<file path="src/rtl/lbm_pkg.sv">
`default_nettype none
package lbm_pkg;

  localparam int LABEL_W     = 16;
  localparam int CFG_DATA_W  = 11;
  localparam int CFG_INDEX_W = 2;

  localparam int MAX_LINE_DEFAULT   = 1024;
  localparam int MAX_LINES_DEFAULT  = 1024;
  localparam int LABEL_BITS_DEFAULT = 16;

  localparam int QUEUE_DEPTH = 4;

  localparam int RESET_LINE_LENGTH = 64;
  localparam int RESET_LINE_COUNT  = 64;

  typedef enum logic [CFG_INDEX_W-1:0] {
    CFG_LINE_LENGTH  = 2'd0,
    CFG_LINE_COUNT   = 2'd1,
    CFG_CONNECTIVITY = 2'd2
  } cfg_index_t;

  localparam logic CMD_FLUSH  = 1'b1;
  localparam logic CONN_EIGHT = 1'b0;
  localparam logic CONN_FOUR  = 1'b1;

  // per-item control carried from the front part to the window
  typedef struct packed {
    logic emit;
    logic last;
    logic west_edge;
    logic east_edge;
    logic north_edge;
    logic south_edge;
  } item_ctl_t;

  localparam int ITEM_CTL_W = $bits(item_ctl_t);

endpackage
`default_nettype wire

</file>
<file path="src/rtl/lbm_fifo.sv">
`default_nettype none
module lbm_fifo #(
  parameter int WIDTH = 8,
  parameter int DEPTH = lbm_pkg::QUEUE_DEPTH
) (
  input  logic             clk,
  input  logic             rst,
  input  logic             push,
  input  logic [WIDTH-1:0] push_data,
  output logic             full,
  input  logic             pop,
  output logic             valid,
  output logic [WIDTH-1:0] data
);
  import lbm_pkg::*;

  localparam int PW = $clog2(DEPTH);
  localparam int NW = $clog2(DEPTH + 1);

  logic [WIDTH-1:0] slots [DEPTH];
  logic [PW-1:0]    wr_ptr;
  logic [PW-1:0]    rd_ptr;
  logic [NW-1:0]    fill;

  assign full  = fill == NW'(DEPTH);
  assign valid = fill != '0;
  assign data  = slots[rd_ptr];

  always_ff @(posedge clk) begin
    if (push) begin
      slots[wr_ptr] <= push_data;
    end
  end

  always_ff @(posedge clk) begin
    if (rst) begin
      wr_ptr <= '0;
      rd_ptr <= '0;
      fill   <= '0;
    end else begin
      if (push) begin
        wr_ptr <= (wr_ptr == PW'(DEPTH - 1)) ? '0 : wr_ptr + 1'b1;
      end
      if (pop) begin
        rd_ptr <= (rd_ptr == PW'(DEPTH - 1)) ? '0 : rd_ptr + 1'b1;
      end
      if (push && !pop) begin
        fill <= fill + 1'b1;
      end else if (pop && !push) begin
        fill <= fill - 1'b1;
      end
    end
  end

endmodule
`default_nettype wire

</file>
<file path="config.mk">
export PLATFORM = sky130hd
export DESIGN_NAME = lbm_fifo
export DESIGN_NICKNAME = d
export VERILOG_FILES = /design/src/rtl/lbm_pkg.sv /design/src/rtl/lbm_fifo.sv
export SDC_FILE = /design/constraint.sdc
export NUM_CORES = 1
export LEC_CHECK = 0
export BUFFER_PORTS_ARGS = -buffer_cell sky130_fd_sc_hd__buf_4
export CAP_MARGIN = 20
export CORE_UTILIZATION = 55
export CTS_BUF_LIST = sky130_fd_sc_hd__clkbuf_16
export CTS_CLUSTER_SIZE = 30
export DETAILED_ROUTE_END_ITERATION = 12
export GPL_TIMING_DRIVEN = 0
export PLACE_DENSITY = 0.76
export SYNTH_ARGS = -nofsm -noshare
export SYNTH_HDL_FRONTEND = slang
export SYNTH_SLANG_ARGS = --single-unit
</file>
<file path="constraint.sdc">
create_clock -name clk -period 2 [get_ports clk]
set_input_delay 0.1 -clock clk [delete_from_list [all_inputs] [get_ports clk]]
set_output_delay 0.1 -clock clk [all_outputs]
set_load 0.05 [all_outputs]
</file>
# --- Yosys cells after proc, flatten, opt, wreduce, memory -nomap -nowiden ---
# Memory sizes are Yosys's and may differ from the RTL's. A register that Yosys moved wholly into a read port is not among the register bits.
# Index checks and enable logic that the tools add are counted.
totals:
  ff_bits: 7
  ramBits: 32
  in_bits: 12
  out_inout_bits: 10
  wordCells: 25
  memories: 1
classes:
  add_sub_neg: 4
  n_eq_ne: 3
  n_mux: 8
  n_reduce_logical: 6
mem_list:
  columns: ["name", "words", "word_bits", "rd", "rd_ports_with_merged_regs", "wr", "line", "text"]
  rows:
  - ["slots", 4, 8, 1, 1, 1, "lbm_fifo.sv:20", "logic [WIDTH-1:0] slots [DEPTH];"]
ops:
  columns: ["op", "n"]
  rows:
  - ["two-way mux 2 bit", 4]
  - ["two-way mux 3 bit", 2]
  - ["adder 2 x 1 -> 2 bit (second input constant)", 2]
  - ["equality test 2 bit (second input constant)", 2]
  - ["adder 3 x 1 -> 3 bit (second input constant)", 1]
  - ["equality test 3 bit (second input constant)", 1]
  - ["nonzero test 3 bit", 1]
  - ["subtractor 3 x 1 -> 3 bit (second input constant)", 1]
  - ["logical AND 1 bit", 2]
  - ["zero test 1 bit", 2]
  - ["two-way mux 1 bit", 2]
  - ["nonzero test 2 bit", 1]

# --- Depth between registers and ports, before layout ---
depth:
  ltp_word: 4
  depth_mapped: 7
  depth_no_buf: 7

# --- Worst setup path after synthesis ---
# OpenSTA, ideal clock, no wires.
synth_timing:
  kind: "reg2out"
  startpoint: "register fill[1]"
  endpoint: "output full"
  arrival_ns: 1.497
  t_required_ns: 1.900
  path_slack_ns: 0.403
  path_stages_with_launch: 2
  path_buffers: 0
  path_cell_list: "dfxtp_1 -> nor3b_1"
synth_between:
  elab_chain_len: 1
synth_lines:
  columns: ["item", "line", "text"]
  rows:
  - ["start, declared", "lbm_fifo.sv:23", "logic [NW-1:0] fill;"]
  - ["start signal, assigned", "lbm_fifo.sv:48", "fill <= fill + 1'b1;"]
  - ["start signal, assigned", "lbm_fifo.sv:50", "fill <= fill - 1'b1;"]
  - ["equality test 3 bit", "lbm_fifo.sv:25", "assign full = fill == NW'(DEPTH);"]
  - ["end, declared", "lbm_fifo.sv:10", "output logic full,"]
# No other way between the ends.

==> results summary <==
The run finished with clean final reports. The number of failing hold endpoints at the final stage came out at 0. The clock transition time at the flip-flop clock pins of the worst setup and hold paths came out at 0.06 ns. The cell sitting at the root of the clock tree is a clkbuf_16.

The startpoint type of the worst setup path is a flop. The worst-case reg-to-reg path depth is 4. The critical path buffer and inverter count is 2. The cell accounting for the most synthesized area is edfxtp_1. The relative slew slack came out at 72.6%. The power share of the clock group came out at 35.8%. The number of sinks on the clock net is 41. The half-perimeter wire length after detailed placement came out at 1590 microns.

The remaining design rule violation count came out at 0. The worst-case clock skew is 0.00426 ns. The sum of negative setup slack is 0 ns. The average footprint of a synthesized cell is 18.6 sq um. The average wire per standard cell came out at 16.3 microns. The H-tree was split into 2 levels. The count of maximum capacitance violations came out at 0. The floorplan step set the die height to 55.9 microns.

In this run the critical register-to-register path is captured at fill[2]$_SDFFE_PP0P_. The proportion of layout cells with a drive suffix above 1 came out at 32.2%. By count the netlist is led by 32 x edfxtp_1, 9 x dfxtp_1, 8 x mux4_2, 7 x nor2_1, 6 x ha_1. The count of buffers added on input and output ports is 21. The worst setup slack for register-to-register paths is 0.55 ns. The total of warnings raised by yosys is 0. The global-route total usage across every layer is 18.2%. Setup violations remaining at the end of the flow were counted as 0. In this run the remaining antenna-violating nets after routing total 0.

The flip-flop cell with the highest count after synthesis is edfxtp_1. The tightest min-delay check is of the in -> reg type. The synthesized netlist net count is 105.

Once layout is complete, the utilization of the core stands at 70.1%. The number of pins exceeding their max-slew limit in the final report came out at 0. Cell internal power was estimated by the tool at 0.00155 W. The highest net fanout along the worst path is 8. The insertion delay to the later sink of the worst-skew pair is 0.28 ns. On the critical path, the stage with the largest delay is an instance of mux4_2. The x dimension of the die is 55.9 microns. In the post-synthesis netlist, the cell with the most instances is edfxtp_1.

The routed design has 2380 microns of wire. Fill cells in the final layout number 178. The number of diodes came out at 0.

The most critical setup path has its endpoint at data[2]. The worst hold margin came out at 0.0195 ns. The total setup buffers inserted after CTS came out at 0. The die covers 3130 sq um. The minimum period implied by the final worst setup slack is 1.59 ns. After the last flow step, the layout net total stands at 133. The power density over the cells came out at 1060 nW/um^2. The number of global-route vias before repair came out at 810. The number of CTS-inserted buffers is 5. TritonCTS built the clock tree. 22 I/O pins were placed. The number of hold buffers added after CTS was 0. The detailed router's first-iteration violation count is 19. The layout-stage area growth over the synthesis result is 20.9%. The maximum buffer depth of the clock tree is 2. The row count came out at 19.

Dividing the detail-routed via count by the number of cells gives 5.53. The worst setup path is captured at an output port. Sorting the synthesized cells by area gives the leading types as edfxtp_1 60%, dfxtp_1 11%, mux4_2 11%. Counting flops with an async set or reset pin after synthesis yields a share of 0%. The synthesized netlist contains 16 unique library cells. Based on the critical path, the design can be clocked at up to 631 MHz. The share of the clock period used by the worst path is 79.3%. The worst register-to-register path begins at fill[0]$_SDFFE_PP0P_. The logic depth of the worst path, buffers included came out at 3. The net switching fraction of the power came out at 24.9%. Summed over all cells, the static leakage comes to 0.733 nW. The maximum number of pins on one net before global-route repair is 13. After synthesis, flip-flops and latches occupy 71.4% of the total area. Summing every instance area after synthesis gives 1600 sq um. Synthesis produced a netlist whose cell count is 86. The startpoint-to-endpoint class of the critical path is reg -> out. The total global routing overflow came out at 0. The signal on the critical path passes through buf_6 > mux4_2 > buf_4. The kind of cell adding the most delay to the critical path is multiplexers. The share of total power in combinational logic came out at 15.9%. The core region is 2760 sq um. The initial core utilization is 58.0%.

The arrival time of the worst setup path is 1.49 ns. The first global-routing pass estimated 3800 microns of wire. Setup repair after global routing left no endpoint under its margin. In this run, flip-flops and latches consume 48.4% of the power. Before antenna repair, the detailed router went through 4 iterations. After synthesis the netlist holds a flip-flop and latch count of 41. The portion of synthesized cell area occupied by the leading cell type came out at 60.1%.

Yosys mapped a number of flops with a built-in enable equal to 32. The weighted congestion at the end of routability-driven global placement is 0.665. The power dissipated by switching net loads came out at 0.000512 W. The initial antenna violation count came to 0. Gates resized during post-CTS repair numbered 0. At the pin with the least slew margin, the transition time is 0.411 ns. The total via count after detailed routing is 808. The largest stage delay on the critical path is 0.52 ns. The required time at the worst-slack endpoint came out at 1.90 ns.

The largest voltage drop on the vdd net is 0.00100 V.
## logic make-up (layout without fill, tap and decap cells)
group                    count (synthesis)  in the layout  synth area share, %
AO/OA/AOI/OAI                            3              3                0.939
XOR/XNOR                                 2              2                 1.10
adder cells (fa/ha/maj)                  7              7                 5.95
buffers and inverters                    6             35                 1.96
flip-flops                              41             41                 71.4
multiplexers                            12             12                 13.8
AND/OR/NAND/NOR                         15             15                 4.93
## metal layers
metal | vias to the layer above | routed length (microns) | GRT usage [%]
li1 | 382 | - | -
met1 | 396 | 920 | 19.5
met2 | 23 | 1260 | 29.6
met3 | 7 | 136 | 7.21
met4 | 0 | 65 | 12.2
met5 | - | 0 | 0
## flip-flops by register name, summed over array words and instances, names as in the netlist, named ones only
name	cells
fill	3
rd_ptr	2
slots	32
wr_ptr	2
## layout by cell type, fill, tap and decap left out
master and count:
dfxtp_1 9, mux2i_1 4, nor3b_1 2, clkinv_1 2, clkbuf_16 5, xor2_1 2
fa_1 1, o21ai_0 1, buf_4 21, mux4_2 8, nor2_1 7, inv_1 4
clkbuf_2 1, buf_6 1, edfxtp_1 32, a21oi_1 2, and2_1 4, or3_1 2
clkinv_2 1, ha_1 6
## final cells by class
| class | count | area (sq um) | share of cell area [%] |
|---|---|---|---|
| Clock inverter | 3 | 12.5 | 0.647 |
| Tap cell | 31 | 38.8 | 2.01 |
| Buffer | 2 | 16.3 | 0.841 |
| Inverter | 4 | 15.0 | 0.777 |
| Clock buffer | 5 | 125 | 6.47 |
| Multi-Input combinational cell | 39 | 427 | 22.1 |
| Sequential cell | 41 | 1140 | 59.0 |
| Timing Repair Buffer | 21 | 158 | 8.16 |
## per-stage QoR
stage	instance area, sq um	setup slack, ns	power (W)	std cells
2_1_floorplan	1600	0.403	0.00124	86
3_3_place_gp	1800	0.441	0.00133	138
3_5_place_dp	1800	0.407	0.00134	138
4_1_cts	1930	0.397	0.00208	146
5_1_grt	1930	0.359	0.00213	146
6_report	1930	0.415	0.00206	146
## worst min-delay path by stage
stage                            start               endpoint  cells past startpoint
after floorplan                    rst   fill[2]$_SDFFE_PP0P_                      1
after global placement    push_data[7]  slots[3][7]$_DFFE_PP_                      1
after detailed placement  push_data[6]  slots[2][6]$_DFFE_PP_                      1
after CTS                 push_data[6]  slots[2][6]$_DFFE_PP_                      1
after global routing      push_data[6]  slots[0][6]$_DFFE_PP_                      1
final                     push_data[1]  slots[2][1]$_DFFE_PP_                      1
## power groups by stage
stage               registers (W)  logic (W)  clock network (W)
floorplan                 0.00101   0.000232                  0
global placement          0.00101   0.000320                  0
detailed placement        0.00101   0.000328                  0
CTS                      0.000996   0.000331           0.000749
global route              0.00100   0.000349           0.000784
finish                   0.000996   0.000327           0.000736
No activity file was read; power rests on OpenSTA's default activity.
