**config.mk**
```make
export PLATFORM = sky130hd
export DESIGN_NAME = lbm_front
export DESIGN_NICKNAME = d
export VERILOG_FILES = /design/src/rtl/lbm_pkg.sv /design/src/rtl/lbm_front.sv
export SDC_FILE = /design/constraint.sdc
export NUM_CORES = 1
export LEC_CHECK = 0
export ABC_AREA = 1
export ABC_CLOCK_PERIOD_IN_PS = 2500
export BUFFER_PORTS_ARGS = -buffer_cell sky130_fd_sc_hd__buf_4
export CORE_MARGIN = 10
export CORE_UTILIZATION = 48
export CTS_CLUSTER_DIAMETER = 40
export DETAILED_ROUTE_END_ITERATION = 12
export GPL_TIMING_DRIVEN = 0
export PLACE_DENSITY = 0.75
export SETUP_SLACK_MARGIN = 0.02
export SYNTH_ARGS = -nofsm -noshare
export SYNTH_HDL_FRONTEND = slang
export SYNTH_SLANG_ARGS = --single-unit
```
**constraint.sdc**
```tcl
create_clock -name clk -period 2.5 [get_ports clk]
set_clock_uncertainty 0.2 [all_clocks]
set_input_delay 0.5 -clock clk [delete_from_list [all_inputs] [get_ports clk]]
set_output_delay 0.5 -clock clk [all_outputs]
set_load 0.03 [all_outputs]
```
**src/rtl/lbm_pkg.sv**
```systemverilog
`default_nettype none
package lbm_pkg;

  localparam int LABEL_W     = 16;
  localparam int CFG_DATA_W  = 11;
  localparam int CFG_INDEX_W = 2;

  localparam int MAX_LINE_DEFAULT   = 1024;
  localparam int MAX_LINES_DEFAULT  = 1024;
  localparam int LABEL_BITS_DEFAULT = 16;

  localparam int QUEUE_DEPTH = 4;

  localparam int RESET_LINE_LENGTH = 64;
  localparam int RESET_LINE_COUNT  = 64;

  typedef enum logic [CFG_INDEX_W-1:0] {
    CFG_LINE_LENGTH  = 2'd0,
    CFG_LINE_COUNT   = 2'd1,
    CFG_CONNECTIVITY = 2'd2
  } cfg_index_t;

  localparam logic CMD_FLUSH  = 1'b1;
  localparam logic CONN_EIGHT = 1'b0;
  localparam logic CONN_FOUR  = 1'b1;

  // per-item control carried from the front part to the window
  typedef struct packed {
    logic emit;
    logic last;
    logic west_edge;
    logic east_edge;
    logic north_edge;
    logic south_edge;
  } item_ctl_t;

  localparam int ITEM_CTL_W = $bits(item_ctl_t);

endpackage
`default_nettype wire

```
**src/rtl/lbm_front.sv**
```systemverilog
`default_nettype none
module lbm_front #(
  parameter int MAX_LINE   = lbm_pkg::MAX_LINE_DEFAULT,
  parameter int MAX_LINES  = lbm_pkg::MAX_LINES_DEFAULT,
  parameter int LABEL_BITS = lbm_pkg::LABEL_BITS_DEFAULT,
  parameter int XW         = $clog2(MAX_LINE),
  parameter int CW         = (MAX_LINES > 1) ? $clog2(MAX_LINES) : 1
) (
  input  logic                         clk,
  input  logic                         rst,
  input  logic                         clear,
  input  logic [XW-1:0]                len_last,
  input  logic [CW-1:0]                cnt_last,
  input  logic                         in_valid,
  output logic                         in_ready,
  input  logic                         command,
  input  logic [lbm_pkg::LABEL_W-1:0]  label,
  input  logic                         queue_full,
  output logic                         push,
  output logic [LABEL_BITS-1:0]        push_lab,
  output logic [XW-1:0]                push_x,
  output lbm_pkg::item_ctl_t           push_ctl
);
  import lbm_pkg::*;

  localparam int LEN_W = $clog2(MAX_LINE + 1);

  logic [XW-1:0]    in_x;
  logic [CW-1:0]    in_y;
  logic             done;
  logic [LEN_W-1:0] lead;
  logic             primed;
  logic [XW-1:0]    ox;
  logic [CW-1:0]    oy;

  logic accept;
  logic take;
  logic x_wrap;
  logic y_wrap;
  logic frame_end;

  assign in_ready  = !queue_full;
  assign accept    = in_valid && in_ready;
  // a flush before all pixels are in is dropped
  assign take      = accept && (done || command != CMD_FLUSH);
  assign x_wrap    = in_x == len_last;
  assign y_wrap    = in_y == cnt_last;
  assign frame_end = primed && ox == len_last && oy == cnt_last;

  assign push     = take;
  assign push_lab = done ? '0 : LABEL_BITS'(label);
  assign push_x   = in_x;

  always_comb begin
    push_ctl            = '0;
    push_ctl.emit       = primed;
    push_ctl.last       = frame_end;
    push_ctl.west_edge  = ox == '0;
    push_ctl.east_edge  = ox == len_last;
    push_ctl.north_edge = oy == '0;
    push_ctl.south_edge = oy == cnt_last;
  end

  always_ff @(posedge clk) begin
    if (rst || clear) begin
      in_x   <= '0;
      in_y   <= '0;
      done   <= 1'b0;
      lead   <= '0;
      primed <= 1'b0;
      ox     <= '0;
      oy     <= '0;
    end else if (take) begin
      if (frame_end) begin
        in_x   <= '0;
        in_y   <= '0;
        done   <= 1'b0;
        lead   <= '0;
        primed <= 1'b0;
        ox     <= '0;
        oy     <= '0;
      end else begin
        in_x <= x_wrap ? '0 : in_x + 1'b1;
        if (!done && x_wrap) begin
          if (y_wrap) begin
            done <= 1'b1;
            in_y <= '0;
          end else begin
            in_y <= in_y + 1'b1;
          end
        end
        // results start once one line plus one pixel has gone in
        if (!primed) begin
          lead <= lead + 1'b1;
          if (lead == LEN_W'(len_last) + LEN_W'(1)) begin
            primed <= 1'b1;
          end
        end else begin
          if (ox == len_last) begin
            ox <= '0;
            oy <= oy + 1'b1;
          end else begin
            ox <= ox + 1'b1;
          end
        end
      end
    end
  end

endmodule
`default_nettype wire

```
Yosys cells after proc, flatten, opt, wreduce, memory -nomap -nowiden. Cells that the tools add are included.

Add/sub/neg operators: 6. Bitwise logic cells: 1. Reduce and logical (&&, ||, !) cells: 20. Mux-type cells: 20. Equality and inequality tests: 6.

Operator list (count): 10-bit 2-to-1 mux (11); 10-bit by 1-bit adder with 10-bit output, second input constant (4); 10-bit equality test (4); 11-bit 2-to-1 mux (2); 10-bit logical NOT (2); 16-bit 2-to-1 mux (1); 10-bit by 1-bit adder with 11-bit output, second input constant (1); 11-bit by 1-bit adder with 11-bit output, second input constant (1); 11-bit equality test (1); 2-bit nonzero test (4); 1-bit 2-to-1 mux (6); 2-bit AND reduction (3); 3-bit AND reduction (2); 1-bit logical AND (5); 1-bit logical NOT (2); 1-bit logical OR (2); 2-bit by 1-bit != test with 1-bit output, second input constant (1); 1-bit inverter (1).

Register bits after elaboration: 53. Input port bits: 42. Logic and storage cells: 60.

Longest topological paths before layout.
Depth after elaboration: 5. Gate-level depth with buffers: 13. Mapped depth without buffers: 12.

Worst setup path before layout. OpenSTA, ideal clock, no wires.

Path type: input -> output. From: input cnt_last[2]. To: output push_ctl[4] (netlist bit). Cell stages on the path: 7. Required time: 1.800 ns. Data arrival time: 1.830 ns. Buffers on the path: 1. Path slack: -0.030 ns. Cell sequence: xor2_1 -> nor2_1 -> nand2_1 -> nor2_1 -> nand3_2 -> clkinv_1 -> buf_4.

RTL lines: from (decl) (line lbm_front.sv:13) `input logic [CW-1:0] cnt_last,`; to (decl) (line lbm_front.sv:22) `output lbm_pkg::item_ctl_t push_ctl`.

Worst setup path after layout.
From: register ox[4]. To: output push_ctl[4] (netlist bit).

Word-level cells in the longest chain between the ends: 3.

RTL lines: from (decl) (line lbm_front.sv:33) `logic [XW-1:0] ox;`; from (signal assigned) (line lbm_front.sv:103) `ox <= ox + 1'b1;`; 10-bit equality test (line lbm_front.sv:48) `assign frame_end = primed && ox == len_last && oy == cnt_last;`; 1-bit logical AND (2 in series) (line lbm_front.sv:48).

No other way between the ends.

==> impl_metrics.tcl <==
set metrics [dict create \
    cts_max_level 2 \
    status "completed" \
    syn-cell-area_mm2 0.00397 \
    maxCapViolations 0 \
    cp_max_fo 5 \
    cts_tree "done" \
    hold_path_class "reg -> reg" \
    wirelength_um 11000 \
    root_buffer "clkbuf_8" \
    p_comb_share_pct 16.6 \
    postRouteAntennaNets 0 \
    fin_nets 794 \
    clk_latency_ps 300 \
    synth_area_leaders "dfxtp_1 27%, nand2_1 18%, nor2_1 9.6%" \
    p_seq_share_pct 51.9 \
    dieWidth_um 111 \
    p_leak_nw 2.28 \
    fp.coreArea_mm2 0.00813 \
    grt_usage_pct 17.2 \
    synth_top_area_share_pct 26.8 \
    first_pass_iters 5 \
    worstPathRequired_ps 1800 \
    io_pins 76 \
    reg2reg_to "oy[2]" \
    rr_worst_depth 11 \
    cts.sinks 53 \
    cts_buffers 5 \
    ir_drop_mv 0.251 \
    synth-main-ff-cell "dfxtp_1" \
    syn_inst 652 \
    place_area_mm2 0.00466 \
    arrival_ps 1710 \
    first_global_vias 4073 \
    slowest_delay_ps 390 \
    ff2ff_setup_slack_ps 240 \
    drtIter0Drc 277 \
    switchingPower_mw 0.451 \
    final_util_pct 60.3 \
    p_int_mw 1.17 \
    switching_share_pct 27.8 \
    max_slew_margin_pct 56.3 \
    setup_violations 0 \
    clock_path_buffers 2 \
    grt_max_degree 16 \
    grt.overflow.total 0 \
    drive_above_1_share_pct 21.1 \
    end_kind "output pin" \
    grt_pass1_wl_um 18500 \
    vias 4330 \
    hp-start "oy[7]" \
    pwr-share-clk_pct 31.5 \
    multi_input_area_mm2 0.00251 \
    ff_latch_area_mm2 0.00109 \
    fin_crit_ps 2410 \
    slew_violations 0 \
    fmax_mhz 415 \
    yosysMostFrequentCell "nand2_1" \
    ys_seq_elements 53 \
    yosysSeqAreaShare_pct 26.8 \
    synthDistinctLibCells 37 \
    power_mw 1.62 \
    hold_viol_final 0 \
    nFillCells 766 \
    port_buffers 74 \
    wire_per_inst_um 13.0 \
    min_to "oy[7]" \
    r2r-start "done" \
    rsz0062_at_grt "yes" \
    crit_path_start_kind "register" \
    worstSetupPathType "reg -> out" \
    synth_edf_count 0 \
    clkSlewWorstSetupHoldPaths_ps 100 \
    dieArea_mm2 0.0123 \
    finalInstanceArea_mm2 0.00490 \
    rows 33 \
    antenna_found_initial 0 \
    antennaDiodeCount 0 \
    drc 0 \
    tightestPinTransition_ps 655 \
    cp_cell_sequence "inv_1 > nand2_1 > nand2_1 > nor2_2 > nand3_4 > nor2_8 > nand3_4 > clkinv_4 > buf_4 > buf_4" \
    area_growth_pct 23.7 \
    cpMaxStageDelayCell "dfxtp_4" \
    dpl.hpwl_um 8630 \
    period_share_pct 96.4 \
    syn_nets 702 \
    viasPerCell 5.10 \
    power_per_cell_area_mw_per_mm2 331 \
    initial_core_util_pct 48.8 \
    yosysWarnings 0 \
    postCtsHoldBufs 0 \
    dieHeight_um 111 \
    async_flop_share_pct 0 \
    hold_depth 2 \
    yosys.area.top_type "dfxtp_1" \
    syn-mean-instance-area_um2 6.08 \
    yosys-top-cells-count "187 x nand2_1, 101 x nor2_1, 85 x inv_1" \
    gp_congestion 0.908 \
]
sequential cells by signal (all words and copies together) (netlist names):
| name | flops |
|---|---|
| ox | 10 |
| primed | 1 |
| oy | 10 |
| lead | 11 |
| push_x | 10 |
| in_y | 10 |
| done | 1 |
routing by layer:
| layer | routed length, µm | part of all wire (%) | global-route usage, % | vias to the layer above |
|---|---|---|---|---|
| li1 | - | - | - | 2204 |
| met1 | 4670 | 42 | 20.1 | 1953 |
| met2 | 5410 | 49 | 30.7 | 156 |
| met3 | 790 | 7.2 | 4.44 | 17 |
| met4 | 140 | 1.3 | 3.21 | 0 |
| met5 | 0 | 0 | 0 | - |
layout by cell type (no fill, tap or decap), types with 4 or more instances in the layout:
master | synthesis | layout
inv_1 | 85 | 84
nor3_1 | 13 | 13
dfxtp_2 | 0 | 12
xor2_1 | 34 | 34
o21ai_0 | 11 | 11
inv_2 | 9 | 10
o21ai_1 | 4 | 4
dfxtp_1 | 53 | 37
nor2_1 | 101 | 96
ha_1 | 8 | 8
clkbuf_1 | 4 | 4
nand2_2 | 4 | 5
nand2_1 | 187 | 186
buf_4 | 3 | 90
dfxtp_4 | 0 | 4
nand3_1 | 43 | 42
a21oi_1 | 31 | 31
nor2_2 | 2 | 6
clkbuf_8 | 0 | 6
xnor2_1 | 13 | 13
nand4_1 | 14 | 14
critical path, delay by kind of cell, from the launching register on:
kind | cells | cell delay (ps)
simple gates | 6 | 620
flops | 1 | 390
buf+inv | 4 | 390
stage by stage:
stage               TNS (ps)  std cells  setup slack (ps)  hold WS (ps)
finish                     0        849              89.9           319
global route           -8.60        849             -8.60           334
CTS                        0        840              21.1           316
detailed placement      -112        831              -112           297
global placement       -97.5        831             -97.5           290
floorplan                  0        652               148           270
layout make-up:
class | count | area share, %
buffer | 13 | 1.53
clock buffer | 6 | 1.68
clock inverter | 1 | 0.153
inverter | 96 | 7.45
multi-input combinational | 489 | 51.1
sequential | 53 | 22.2
tap | 105 | 2.68
timing repair buffer | 86 | 13.2
kinds of logic after synthesis:
logic type | count (synthesis) | share of synthesized area, %
buffers and inverters | 110 | 10.9
XOR/XNOR | 47 | 10.4
AND/OR/NAND/NOR | 381 | 42.3
adder cells (fa/ha/maj) | 8 | 2.52
AO/OA/AOI/OAI | 53 | 7.19
flip-flops | 53 | 26.8
power by group through the flow:
stage                     registers, mW  clock network, mW  logic (mW)
after floorplan                   0.866                  0       0.143
after global placement            0.865                  0       0.256
after detailed placement          0.865                  0       0.261
after CTS                         0.846              0.522       0.264
after global routing              0.842              0.561       0.297
final                             0.841              0.512       0.269
how the worst max path moves through the flow:
stage | startpoint | endpoint | slack (ps) | depth (start not counted)
4_1_cts | ox[3] | push_ctl[4] | 20 | 11
5_1_grt | ox[8] | push_ctl[4] | -9 | 9
2_1_floorplan | len_last[7] | push_ctl[4] | 150 | 8
3_3_place_gp | len_last[6] | push_ctl[4] | -100 | 11
6_report | ox[4] | push_ctl[4] | 90 | 10
3_5_place_dp | len_last[6] | push_ctl[4] | -110 | 11
repair_timing:
item                                    CTS  global route
gates resized for setup                  12            22
endpoints found under the setup margin    2             3
pin swaps                                 1            10
setup buffers                             2            10
Power figures use the tool's default switching activity.
